### config.mk
export PLATFORM = sky130hd
export DESIGN_NAME = category_batch_counter_with_hold
export DESIGN_NICKNAME = d
export VERILOG_FILES = /design/src/design/cbc_pkg.sv /design/src/design/category_batch_counter_with_hold.sv /design/src/design/cbc_cfg.sv /design/src/design/cbc_unit.sv
export VERILOG_INCLUDE_DIRS = /design/src /design/src/design
export SDC_FILE = /design/constraint.sdc
export NUM_CORES = 1
export LEC_CHECK = 0
export BUFFER_PORTS_ARGS = -buffer_cell sky130_fd_sc_hd__buf_2
export CORE_MARGIN = 3
export CORE_UTILIZATION = 45
export DETAILED_ROUTE_END_ITERATION = 8
export MAX_ROUTING_LAYER = met4
export PLACE_DENSITY = 0.74
export SYNTH_ARGS = -nofsm -noshare
export SYNTH_HDL_FRONTEND = slang
export SYNTH_SLANG_ARGS = --single-unit
### constraint.sdc
create_clock -name clk -period 14.5 [get_ports clk]
set_input_delay 4.35 -clock clk [delete_from_list [all_inputs] [get_ports clk]]
set_output_delay 4.35 -clock clk [all_outputs]
set_load 0.03 [all_outputs]
### src/design/category_batch_counter_with_hold_macros.svh
// Assertion macros for the category batch counter.
// Included by category_batch_counter_with_hold, the module that carries concurrent assertions; depends on nothing.
`ifndef CATEGORY_BATCH_COUNTER_WITH_HOLD_MACROS_SVH
`define CATEGORY_BATCH_COUNTER_WITH_HOLD_MACROS_SVH
`ifndef ASSERT_OFF
`define CBC_ASSERT(lbl, prop) \
  lbl: assert property (@(posedge clk) disable iff (rst) prop) \
    else $error("category batch counter assertion failed");
`define CBC_ASSERT_ALWAYS(lbl, prop) \
  lbl: assert property (@(posedge clk) prop) \
    else $error("category batch counter assertion failed");
`else
`define CBC_ASSERT(lbl, prop)
`define CBC_ASSERT_ALWAYS(lbl, prop)
`endif
`endif

### src/design/cbc_pkg.sv
// Shared types and constants for the category batch counter.
// Used by every module of the block; depends on nothing.
package cbc_pkg;

  localparam int CODE_W    = 8;
  localparam int TIME_W    = 32;
  localparam int CMD_W     = 2;
  localparam int STATUS_W  = 2;
  localparam int CNT_OUT_W = 3;
  localparam int NUM_CODES = 3;
  localparam int REG_IDX_W = 2;

  localparam logic [CMD_W-1:0] CMD_DETECT = 2'd0;
  localparam logic [CMD_W-1:0] CMD_TICK   = 2'd1;
  localparam logic [CMD_W-1:0] CMD_CLEAR  = 2'd2;

  localparam logic [STATUS_W-1:0] ST_NONE     = 2'd0;
  localparam logic [STATUS_W-1:0] ST_COUNTED  = 2'd1;
  localparam logic [STATUS_W-1:0] ST_ROLLOVER = 2'd2;
  localparam logic [STATUS_W-1:0] ST_CLEARED  = 2'd3;

  localparam logic [REG_IDX_W-1:0] REG_HOLD_DELAY  = 2'd0;
  localparam logic [REG_IDX_W-1:0] REG_CODE_FIRST  = 2'd1;
  localparam logic [REG_IDX_W-1:0] REG_CODE_SECOND = 2'd2;
  localparam logic [REG_IDX_W-1:0] REG_CODE_THIRD  = 2'd3;

  localparam logic [TIME_W-1:0] HOLD_DELAY_RESET  = 32'd800;
  localparam logic [CODE_W-1:0] CODE_FIRST_RESET  = 8'd1;
  localparam logic [CODE_W-1:0] CODE_SECOND_RESET = 8'd2;
  localparam logic [CODE_W-1:0] CODE_THIRD_RESET  = 8'd3;

  typedef struct packed {
    logic [TIME_W-1:0]                hold_delay;
    logic [NUM_CODES-1:0][CODE_W-1:0] code;
  } cfg_t;

  typedef enum logic {
    MODE_MATCH,
    MODE_ELAPSED
  } unit_mode_t;

  typedef struct packed {
    unit_mode_t        mode;
    logic [CODE_W-1:0] code_a;
    logic [CODE_W-1:0] code_b;
    logic [TIME_W-1:0] now;
    logic [TIME_W-1:0] start;
    logic [TIME_W-1:0] delay;
  } unit_req_t;

endpackage

### src/design/category_batch_counter_with_hold.sv
// A scanned item is checked in S_SCAN until the matching or expiring category is found, or up
// to the last category (NUM_CATEGORIES - 1), and its result is then registered in S_FINISH.
// Paused detections, clears and unknown commands skip the scan and go straight to S_FINISH.
// The scan checks one category per cycle through the shared compare unit. A new item is taken
// only in S_IDLE, once S_FINISH has registered the result (it waits on out_ready). Reset is
// synchronous, restores the register defaults, zero counts and holds; no clearing pass follows.
module category_batch_counter_with_hold #(
  parameter int NUM_CATEGORIES = 3,
  parameter int BATCH_LIMIT    = 5
) (
  input  logic                              clk,
  input  logic                              rst,
  input  logic                              in_valid,
  output logic                              in_ready,
  input  logic [cbc_pkg::CMD_W-1:0]         cmd,
  input  logic [cbc_pkg::CODE_W-1:0]        raw_code,
  input  logic [cbc_pkg::TIME_W-1:0]        time_ms,
  input  logic                              paused,
  output logic                              out_valid,
  input  logic                              out_ready,
  output logic [cbc_pkg::STATUS_W-1:0]      status,
  output logic [cbc_pkg::CODE_W-1:0]        category_code,
  output logic [cbc_pkg::CNT_OUT_W-1:0]     count,
  output logic                              hold_started,
  output logic [cbc_pkg::TIME_W-1:0]        event_time,
  input  logic                              cfg_valid,
  output logic                              cfg_ready,
  input  logic [cbc_pkg::REG_IDX_W-1:0]     cfg_index,
  input  logic [cbc_pkg::TIME_W-1:0]        cfg_data
);

  `include "category_batch_counter_with_hold_macros.svh"

  localparam int IDX_W = (NUM_CATEGORIES > 1) ? $clog2(NUM_CATEGORIES) : 1;
  localparam int CNT_W = $clog2(BATCH_LIMIT + 1);
  localparam logic [IDX_W-1:0] LAST_IDX = IDX_W'(NUM_CATEGORIES - 1);
  localparam logic [CNT_W-1:0] LIMIT    = CNT_W'(BATCH_LIMIT);

  typedef enum logic [1:0] {
    S_IDLE,
    S_SCAN,
    S_FINISH
  } state_t;

  state_t                         state;
  logic [IDX_W-1:0]               scan_idx;
  logic [cbc_pkg::CMD_W-1:0]      cmd_q;
  logic [cbc_pkg::CODE_W-1:0]     code_q;
  logic [cbc_pkg::TIME_W-1:0]     time_q;

  logic [CNT_W-1:0]               batch_count [NUM_CATEGORIES];
  logic                           hold_active [NUM_CATEGORIES];
  logic [cbc_pkg::TIME_W-1:0]     hold_start  [NUM_CATEGORIES];

  logic [cbc_pkg::STATUS_W-1:0]   res_status;
  logic [cbc_pkg::CODE_W-1:0]     res_code;
  logic [CNT_W-1:0]               res_count;
  logic                           res_hs;

  cbc_pkg::cfg_t                  cfg;
  cbc_pkg::unit_req_t             unit_req;
  logic                           unit_hit;
  logic [cbc_pkg::CODE_W-1:0]     cur_code;
  logic                           code_ok;
  logic                           det_hit;
  logic                           tick_hit;
  logic [CNT_W-1:0]               cur_count;
  logic [CNT_W-1:0]               new_count;

  assign in_ready  = (state == S_IDLE);
  assign cfg_ready = 1'b1;

  cbc_cfg u_cfg (
    .clk       (clk),
    .rst       (rst),
    .cfg_valid (cfg_valid),
    .cfg_index (cfg_index),
    .cfg_data  (cfg_data),
    .cfg       (cfg)
  );

  always_comb begin
    cur_code = '0;
    code_ok  = 1'b0;
    for (int k = 0; k < cbc_pkg::NUM_CODES; k++) begin
      if (k < NUM_CATEGORIES && int'(scan_idx) == k) begin
        cur_code = cfg.code[k];
        code_ok  = 1'b1;
      end
    end
  end

  always_comb begin
    unit_req.mode   = (cmd_q == cbc_pkg::CMD_TICK) ? cbc_pkg::MODE_ELAPSED
                                                   : cbc_pkg::MODE_MATCH;
    unit_req.code_a = code_q;
    unit_req.code_b = cur_code;
    unit_req.now    = time_q;
    unit_req.start  = hold_start[scan_idx];
    unit_req.delay  = cfg.hold_delay;
  end

  cbc_unit u_unit (
    .req (unit_req),
    .hit (unit_hit)
  );

  assign det_hit   = unit_hit && code_ok;
  assign tick_hit  = unit_hit && hold_active[scan_idx];
  assign cur_count = batch_count[scan_idx];
  assign new_count = (cur_count < LIMIT) ? cur_count + CNT_W'(1) : LIMIT;

  always_ff @(posedge clk) begin
    if (rst) begin
      state     <= S_IDLE;
      scan_idx  <= '0;
      out_valid <= 1'b0;
      for (int i = 0; i < NUM_CATEGORIES; i++) begin
        batch_count[i] <= '0;
        hold_active[i] <= 1'b0;
        hold_start[i]  <= '0;
      end
    end else begin
      if (out_valid && out_ready && state != S_FINISH) begin
        out_valid <= 1'b0;
      end
      case (state)
        S_IDLE: begin
          if (in_valid) begin
            cmd_q      <= cmd;
            code_q     <= raw_code;
            time_q     <= time_ms;
            scan_idx   <= '0;
            res_status <= (cmd == cbc_pkg::CMD_CLEAR) ? cbc_pkg::ST_CLEARED
                                                       : cbc_pkg::ST_NONE;
            res_code   <= '0;
            res_count  <= '0;
            res_hs     <= 1'b0;
            case (cmd)
              cbc_pkg::CMD_DETECT: state <= paused ? S_FINISH : S_SCAN;
              cbc_pkg::CMD_TICK:   state <= S_SCAN;
              cbc_pkg::CMD_CLEAR: begin
                for (int i = 0; i < NUM_CATEGORIES; i++) begin
                  batch_count[i] <= '0;
                  hold_active[i] <= 1'b0;
                  hold_start[i]  <= '0;
                end
                state <= S_FINISH;
              end
              default: state <= S_FINISH;
            endcase
          end
        end
        S_SCAN: begin
          if (cmd_q == cbc_pkg::CMD_DETECT && det_hit) begin
            if (!hold_active[scan_idx]) begin
              batch_count[scan_idx] <= new_count;
              res_status            <= cbc_pkg::ST_COUNTED;
              res_code              <= code_q;
              res_count             <= new_count;
              if (new_count == LIMIT) begin
                hold_active[scan_idx] <= 1'b1;
                hold_start[scan_idx]  <= time_q;
                res_hs                <= 1'b1;
              end
            end
            state <= S_FINISH;
          end else if (cmd_q == cbc_pkg::CMD_TICK && tick_hit) begin
            hold_active[scan_idx] <= 1'b0;
            batch_count[scan_idx] <= '0;
            res_status            <= cbc_pkg::ST_ROLLOVER;
            res_code              <= cur_code;
            res_count             <= '0;
            state                 <= S_FINISH;
          end else if (scan_idx == LAST_IDX) begin
            state <= S_FINISH;
          end else begin
            scan_idx <= scan_idx + IDX_W'(1);
          end
        end
        S_FINISH: begin
          if (!out_valid || out_ready) begin
            out_valid     <= 1'b1;
            status        <= res_status;
            category_code <= res_code;
            count         <= cbc_pkg::CNT_OUT_W'(res_count);
            hold_started  <= res_hs;
            event_time    <= (res_status == cbc_pkg::ST_ROLLOVER) ? time_q : '0;
            state         <= S_IDLE;
          end
        end
        default: state <= S_IDLE;
      endcase
    end
  end

  `CBC_ASSERT(a_one_at_a_time, (in_valid && in_ready) |=> !in_ready)
  `CBC_ASSERT(a_rollover_blank, (out_valid && status == cbc_pkg::ST_ROLLOVER) |-> (count == '0))
  `CBC_ASSERT(a_hs_only_counted, (out_valid && hold_started) |-> (status == cbc_pkg::ST_COUNTED))
  `CBC_ASSERT(a_hold_full, hold_active[scan_idx] |-> (batch_count[scan_idx] == LIMIT))
  `CBC_ASSERT(a_idx_range, scan_idx <= LAST_IDX)

endmodule

### src/design/cbc_cfg.sv
// Configuration register file: hold delay and the three category codes.
// Depends on cbc_pkg.
module cbc_cfg (
  input  logic                             clk,
  input  logic                             rst,
  input  logic                             cfg_valid,
  input  logic [cbc_pkg::REG_IDX_W-1:0]    cfg_index,
  input  logic [cbc_pkg::TIME_W-1:0]       cfg_data,
  output cbc_pkg::cfg_t                    cfg
);

  always_ff @(posedge clk) begin
    if (rst) begin
      cfg.hold_delay <= cbc_pkg::HOLD_DELAY_RESET;
      cfg.code[0]    <= cbc_pkg::CODE_FIRST_RESET;
      cfg.code[1]    <= cbc_pkg::CODE_SECOND_RESET;
      cfg.code[2]    <= cbc_pkg::CODE_THIRD_RESET;
    end else if (cfg_valid) begin
      case (cfg_index)
        cbc_pkg::REG_HOLD_DELAY:  cfg.hold_delay <= cfg_data;
        cbc_pkg::REG_CODE_FIRST:  cfg.code[0] <= cfg_data[cbc_pkg::CODE_W-1:0];
        cbc_pkg::REG_CODE_SECOND: cfg.code[1] <= cfg_data[cbc_pkg::CODE_W-1:0];
        cbc_pkg::REG_CODE_THIRD:  cfg.code[2] <= cfg_data[cbc_pkg::CODE_W-1:0];
        default: ;
      endcase
    end
  end

endmodule

### src/design/cbc_unit.sv
// Shared compare unit: code equality or wrapping elapsed-time test.
// Depends on cbc_pkg.
module cbc_unit (
  input  cbc_pkg::unit_req_t req,
  output logic               hit
);

  logic [cbc_pkg::TIME_W-1:0] elapsed;

  assign elapsed = req.now - req.start;

  always_comb begin
    case (req.mode)
      cbc_pkg::MODE_MATCH:   hit = (req.code_a == req.code_b);
      cbc_pkg::MODE_ELAPSED: hit = (elapsed >= req.delay);
      default:               hit = 1'b0;
    endcase
  end

endmodule

After elaboration in Yosys (flattened, before gate mapping)
Memory sizes are Yosys's and may differ from the RTL's. A register that Yosys moved wholly into a read port is not among the register bits.
Index checks and enable logic that the tools add are counted.
{"block": "totals", "mem_count": 3, "input_bits": 82, "regBits": 163, "output_inout_bits": 49, "wordCells": 188, "ramBits": 108}
{"memory": "hold_start", "words": 3, "word_bits": 32, "read_ports": 1, "rd_ports_with_merged_regs": 1, "write_ports": 3, "line": "category_batch_counter_with_hold.sv:53", "rtl": "logic [cbc_pkg::TIME_W-1:0] hold_start [NUM_CATEGORIES];"}
{"memory": "batch_count", "words": 3, "word_bits": 3, "read_ports": 1, "rd_ports_with_merged_regs": 1, "write_ports": 3, "line": "category_batch_counter_with_hold.sv:51", "rtl": "logic [CNT_W-1:0] batch_count [NUM_CATEGORIES];"}
{"memory": "hold_active", "words": 3, "word_bits": 1, "read_ports": 1, "rd_ports_with_merged_regs": 1, "write_ports": 3, "line": "category_batch_counter_with_hold.sv:52", "rtl": "logic hold_active [NUM_CATEGORIES];"}
{"block": "classes", "n_eq_ne": 26, "n_addsub": 3, "muxes": 95, "reduce_logical": 27, "bitwise": 13, "magnitude_cmp": 2}
{"cell": "$mux W32", "count": 4}
{"cell": "$mux W8", "count": 7}
{"cell": "$mux W2", "count": 24}
{"cell": "$mux W1", "count": 42}
{"cell": "$ge A32 B32 Y1", "count": 1}
{"cell": "$reduce_or A32 Y1", "count": 1}
{"cell": "$sub A32 B32 Y32", "count": 1}
{"cell": "$mux W3", "count": 10}
{"cell": "$ne A2 B2 Y1 const B", "count": 9}
{"cell": "$eq A2 B2 Y1 const B", "count": 8}
{"cell": "$pmux W8 S2", "count": 1}
{"cell": "$pmux W2 S2", "count": 3}
{"cell": "$or A1 B1 Y1", "count": 11}
{"cell": "$logic_not A2 Y1", "count": 5}
{"cell": "$reduce_and A5 Y1", "count": 2}
{"cell": "$reduce_and A3 Y1", "count": 3}
{"cell": "$eq A2 B1 Y1 const B", "count": 4}
{"cell": "$eq A8 B8 Y1", "count": 1}
{"cell": "$reduce_and A2 Y1", "count": 4}
{"cell": "$logic_and A1 B1 Y1", "count": 6}
{"cell": "$ne A3 B3 Y1 const B", "count": 2}
{"cell": "$pmux W2 S3", "count": 1}
{"cell": "$pmux W3 S2", "count": 1}
{"cell": "$reduce_and A6 Y1", "count": 1}
{"cell": "12 further kinds", "count": 14}

Longest topological paths before layout
Gate-level depths: netlist of the first run.
{"block": "logic_depth", "word_depth": 16, "mapped_depth": 25}

Cells and area by module
From an unflattened synthesis of the first run, not the netlist that was laid out.
{"block": "unflattened", "cells_unflattened": 1242, "hier_area_um2": 15558.7}
{"mod": "category_batch_counter_with_hold", "seq_area_each_um2": 7527.2, "cells_per_inst": 617, "instances": 1, "area_per_inst_um2": 10369.9}
{"mod": "cbc_unit", "seq_area_each_um2": 0.0, "cells_per_inst": 402, "instances": 1, "area_per_inst_um2": 2807.7}
{"mod": "cbc_cfg", "seq_area_each_um2": 1121.1, "cells_per_inst": 223, "instances": 1, "area_per_inst_um2": 2381.0}

Worst setup path after synthesis of the first run
No wires, ideal clock.
{"block": "synth_path", "path_type": "input -> register", "start": "in rst", "end": "reg category_code[0] (netlist bit) (enable)", "setup_ns": 0.506, "t_required_ns": 13.994, "t_arrival_ns": 7.916, "stages": 3, "slack_ns": 6.077, "path_buffers": 2, "path_cell_list": "clkbuf_1 clkbuf_1 nor3_1"}
{"block": "synth_via", "elab_chain_cells": 2}
{"item": "from (decl)", "line": "category_batch_counter_with_hold.sv:12", "rtl": "input logic rst,"}
{"item": "$not A1 Y1 (no line)"}
{"item": "$reduce_and A3 Y1 (no line)"}
{"item": "to (signal assigned)", "line": "category_batch_counter_with_hold.sv:185", "rtl": "category_code <= res_code;"}
{"item": "to (decl)", "line": "category_batch_counter_with_hold.sv:22", "rtl": "output logic [cbc_pkg::CODE_W-1:0] category_code,"}
Every way passes these cells.
A chain may end at the register's enable or synchronous reset.

==> flow_summary_export.csv, run 1 <==
group,metric,value,unit
status,status,"finished clean",
clock_tree,h-tree-depth,2,
floorplanning,start_util,0.4637,
synth,syn_area,14900,um^2
drt,dr.pass1.iters,6,
place,portBuffers,129,
pwr,peakVddDrop,0.00007866,V
setup_path,crit_type,"input pin to flip-flop",
pwr,power.density,125.3,nW/um^2
pwr,p_leak,6.572,nW
clock_tree,cts_made_buffers,35,
sta,period_share,0.4560,
synth,synth-seq-cells,309,
synth,synth_common_cells,"edfxtp_1, nand2_1, and2_1",
clock_tree,clk_latency,520,ps
setup_path,worstPathArrival,6740,ps
grt,groute.usage.overall,0.1962,
synth,synthArstFlopShare,0,
drt,detail_route.wl_per_cell,18.34,um
sta,finalSetupViolations,0,
floorplanning,fp.dieH,187.9,um
drt,remaining_drc_errors,0,
setup_path,cp-end-kind,"flip-flop",
clock_tree,clk_pin_slew_worst_paths,60,ps
synth,synthTopCellsByArea,"edfxtp_1, dfxtp_1, ha_1",
setup_path,crit_fanout,68,
clock_tree,cts_setup_buffers,0,
place,dpl_cell_area,16040,um^2
sta,slew_headroom,0.3777,
synth,seq_area_frac_synth,0.5806,
setup_path,startpoint_type,"input pin",
sta,worst_slew_pin_slew,933.4,ps
synth,yosysTopAreaCellShare,0.4959,
cells_and_area,fillerInstances,2705,
place,dp_hpwl,23440,um
clock_tree,clock_sinks,309,
clock_tree,cts_hold_buf,0,
sta,fin_crit,6612,ps
synth,synth-edff-count,246,
hold_path,hp-class,"flip-flop to flip-flop",
sta,skew,24.46,ps
sta,hold_viol,0,
drt,viasPerCell,5.392,
drt,vias,10002,
clock_tree,post_cts_resized,0,
synth,dominantRegCellSynth,"edfxtp_1",
sta,drv_slew,0,
clock_tree,root_buffer,"clkbuf_16",
cells_and_area,finalNetCount,1546,
sta,rsz0062_at_grt,"false",
clock_tree,clock_path_buffers,3,
place,gp_congestion,0.8586,
synth,yosys_warnings,0,
sta,fmax,151.2,MHz
clock_tree,cts_tree,"done",
drt,routed_wl,34020,um
floorplanning,rows,65,
job,cap_violations,0,
cells_and_area,finish.utilization,0.5352,
cells_and_area,drive_gt1_frac,0.1761,
grt,overflow,0,
grt,grt_pass1_wl,53560,um
grt,antenna_found_initial,1,
hold_path,holdPathStages,0,
floorplanning,design.die.area,35320,um^2
synth,syn-mean-instance-area,12.01,um^2
cells_and_area,fin_area,17190,um^2
sta,finalSetupTns,0,ps
setup_path,required,14630,ps
cells_and_area,area_growth,15.43,%
grt,grt_max_degree,69,
setup_path,reg2reg_depth,23,
synth,yosys.area.top_type,"edfxtp_1",
floorplanning,io_pins,131,
cells_and_area,n_antenna_cell,0,
synth,postSynthCellCount,1240,
synth,synth.most_common_cell,"edfxtp_1",
grt,grt_pass1_vias,9967,
drt,drt_iter0_markers,870,
floorplanning,fp.dieW,187.9,um
synth,synth_cell_type_count,66,
floorplanning,core,32120,um^2
drt,antenna_left,0,
==> stage by stage <==
step / instances / power, mW / setup WS, ps / hold WS [ps]
6_report: 1855 / 2.154 / 7888 / 422.5
5_1_grt: 1855 / 2.246 / 7494 / 441.3
4_1_cts: 1855 / 2.175 / 7815 / 422.0
3_5_place_dp: 1792 / 1.284 / 7287 / 404.5
3_3_place_gp: 1792 / 1.275 / 7430 / 410.9
2_1_floorplan: 1271 / 1.205 / 6077 / 400.3
==> registers in the layout, summed over array words and instances, names as in the netlist, 3 cells and up, named ones only <==
register,count
hold_start,128
u_cfg.cfg,56
event_time,32
time_q,32
batch_count,12
category_code,8
code_q,8
res_code,8
hold_active,4
count,3
res_count,3
==> final timing paths <==
path,from,slack (ps),end
min reg2reg,res_code[3],420,category_code[3]
max reg2reg,flip-flop,8020,batch_count[2][2]
max,rst,7890,hold_start[2][25]
min,res_code[3],420,category_code[3]
==> layout make-up <==
| class | count | area (um^2) | area share |
|---|---|---|---|
| clock buffers | 43 | 927.1 | 0.05392 |
| multi-input cells | 832 | 5843 | 0.3398 |
| well taps | 435 | 544.3 | 0.03165 |
| clock inverters | 20 | 227.7 | 0.01324 |
| repair buffers | 137 | 705.7 | 0.04104 |
| inverters | 79 | 296.5 | 0.01725 |
| flip-flops and latches | 309 | 8650 | 0.5031 |
==> worst max-delay path, stage by stage <==
cell	delay, ps
buf_2	100
buf_4	320
nor2_1	280
nand2_1	210
nor2_4	640
or2_2	790
==> placed cells by master (no fill, tap or decap), types with 7 or more instances in the layout <==
master / n
conb_1: 33
clkbuf_16: 36
and2_1: 128
xnor2_1: 24
buf_4: 8
a21o_1: 29
inv_1: 79
xor2_1: 10
nand3b_1: 10
nand2_1: 140
a211o_1: 9
mux4_2: 36
nor3_1: 14
o21ai_0: 25
nor2b_1: 15
ha_1: 69
a31oi_1: 8
nand3_1: 9
a211oi_1: 8
dfxtp_1: 62
nor2_1: 53
o211ai_1: 10
buf_2: 129
nand2b_1: 10
edfxtp_1: 246
nand4_1: 10
clkbuf_1: 7
a21oi_1: 105
==> metal layers <==
| metal | global-route usage | vias up | wire length (um) |
|---|---|---|---|
| li1 | - | 4741 | - |
| met1 | 0.2548 | 4874 | 14740 |
| met2 | 0.3179 | 316 | 16260 |
| met3 | 0.03216 | 71 | 2077 |
| met4 | 0.06118 | 0 | 937 |
| met5 | - | - | 0 |
==> kinds of logic after synthesis <==
family                     after synthesis  share of synthesized area
AOI/OAI and AO/OA                      231                    0.09870
xor gates and xnor gates                34                    0.01999
adders and majority gates               70                    0.05930
buffers and inverters                  130                    0.03662
DFF                                    309                     0.5806
muxes                                   36                    0.05443
other                                    2                  0.0005042
and+or+nand+nor                        428                     0.1499
==> where the power goes <==
group | total (mW) | switching (mW) | internal [mW]
clock | 0.887 | 0.356 | 0.531
combinational | 0.252 | 0.147 | 0.105
sequential | 1.02 | 0.0207 | 0.994
Power figures use the tool's default switching activity.
==> inputs of run 2 (changes only) <==
clock period = 6.4 ns   (was 14.5 ns; I/O delays follow)
==> flow_summary_export.csv, run 2 (synthesis gave the netlist of run 1 again) <==
group,metric,value,unit
setup_path,cp-end-kind,"flip-flop",
clock_tree,h-tree-depth,2,
clock_tree,cts_setup_buffers,0,
drt,top_layer_used,"met4",
pwr,p_leak,6.690,nW
floorplanning,fp.dieW,187.9,um
floorplanning,rows,65,
drt,remaining_drc_errors,0,
drt,met2WireLength,16300,um
cells_and_area,finish.utilization,0.5411,
cells_and_area,reg.largest.list,"hold_start x128, u_cfg.cfg x56",
grt,grt_max_degree,68,
setup_path,crit_path_top_delay_cell,"dfxtp_2",
floorplanning,start_util,0.4637,
clock_tree,clock_sinks,309,
clock_tree,post_cts_resized,0,
drt,vias,10032,
cells_and_area,finalNetCount,1556,
clock_tree,cts_hold_buf,0,
pwr,power,5.029,mW
job,cap_violations,0,
floorplanning,io_pins,131,
clock_tree,clock_path_buffers,3,
clock_tree,root_buffer,"clkbuf_16",
cells_and_area,final_cell_mix,"edfxtp_1, nand2_1, buf_2",
sta,worst_slew_pin_slew,985.9,ps
drt,dr.pass1.iters,5,
cells_and_area,area_growth,16.70,%
setup_path,crit_type,"flip-flop to flip-flop",
setup_path,path_cells,"buf_12, mux4_2, inv_1, ha_1, a21o_1, a31o_2, a221o_1, a21o_1, a211oi_1, o31ai_1, a21oi_1, xnor2_1, ha_1, nand4_1, nor2_1, o221ai_1, o2111ai_1, and3_1, nor3_1, buf_4, a21o_1, a21oi_1, buf_4",
grt,groute.usage.overall,0.2006,
drt,detail_route.wl_per_cell,18.50,um
pwr,peakVddDrop,0.0001949,V
sta,rsz0062_at_grt,"false",
setup_path,startpoint_type,"flip-flop",
sta,period_share,0.9143,
setup_path,worstPathArrival,6080,ps
sta,drv_slew,0,
sta,slew_headroom,0.3427,
pwr,power.density,289.3,nW/um^2
drt,antenna_left,0,
drt,drt_iter0_markers,836,
grt,grt_pass1_wl,54460,um
sta,hold_viol,0,
cells_and_area,n_antenna_cell,0,
place,gp_congestion,0.9147,
grt,grt_pass1_vias,9921,
cells_and_area,drive_gt1_frac,0.1852,
cells_and_area,largest_reg_flops,128,
grt,overflow,0,
place,dp_hpwl,23390,um
drt,viasPerCell,5.376,
sta,fin_crit,5851,ps
clock_tree,clk_pin_slew_worst_paths,60,ps
floorplanning,fp.dieH,187.9,um
clock_tree,cts_tree,"done",
drt,routed_wl,34510,um
drt,wl_met3,2288,um
cells_and_area,top_register,"hold_start",
grt,antenna_found_initial,1,
setup_path,crit_fanout,11,
setup_path,critPathMaxStageDelay,560,ps
sta,fmax,170.9,MHz
sta,finalSetupTns,0,ps
place,portBuffers,129,
floorplanning,core,32120,um^2
drt,met1_length,15180,um
cells_and_area,layout_commonest_cell,"edfxtp_1",
setup_path,required,6630,ps
hold_path,hp-class,"flip-flop to flip-flop",
status,status,"finished clean",
clock_tree,clk_latency,530,ps
clock_tree,cts_made_buffers,35,
sta,skew,23.01,ps
floorplanning,design.die.area,35320,um^2
setup_path,crit_top_cell,"a21o_1",
sta,finalSetupViolations,0,
## run 2: path summary, 6_finish.rpt
check	slack, ps	to	start	cells past startpoint
setup / recovery	550	res_code[1]	flip-flop	23
setup reg to reg	550	res_code[1]	flip-flop	23
hold reg to reg	430	category_code[7]	res_code[7]	0
hold / removal	430	category_code[7]	res_code[7]	0
## run 2: area by class of cell
cell class,instances,area [um^2]
multi-input combinational,832,5843
sequential,309,8650
inverter,79,296.5
timing repair buffer,147,793.3
clock buffer,46,1008
clock inverter,18,247.7
fill,2694,14740
tap,435,544.3
## run 2: report_power, final
part	switching, mW	internal, mW	total, mW
combinational	0.327	0.240	0.567
clock	0.808	1.36	2.16
sequential	0.0458	2.25	2.30
total	1.18	3.85	5.03
## run 2: layer usage
metal / up-vias / global-route usage
met2: 350 / 0.3220
met1: 4866 / 0.2698
met5: - / -
li1: 4763 / -
met3: 53 / 0.02804
met4: 0 / 0.05512
## run 2: worst max-delay path, delay by kind of cell (launching register included)
| kind | cells | cell delay, ps |
|---|---|---|
| compound gates | 11 | 2480 |
| buf+inv | 4 | 750 |
| fa+ha+maj | 2 | 590 |
| flops | 1 | 560 |
| simple gates | 4 | 560 |
| mux | 1 | 500 |
| xor+xnor | 1 | 90 |
## run 2: metrics by stage
step,hold slack (ps),instance area [um^2],setup WS [ps],cells
6_report,426.7,17380,548.6,1866
5_1_grt,434.4,17380,37.47,1866
3_5_place_dp,412.0,16130,514.0,1802
2_1_floorplan,400.3,15010,407.5,1271
4_1_cts,430.6,17380,493.5,1866
3_3_place_gp,421.2,16130,702.5,1802
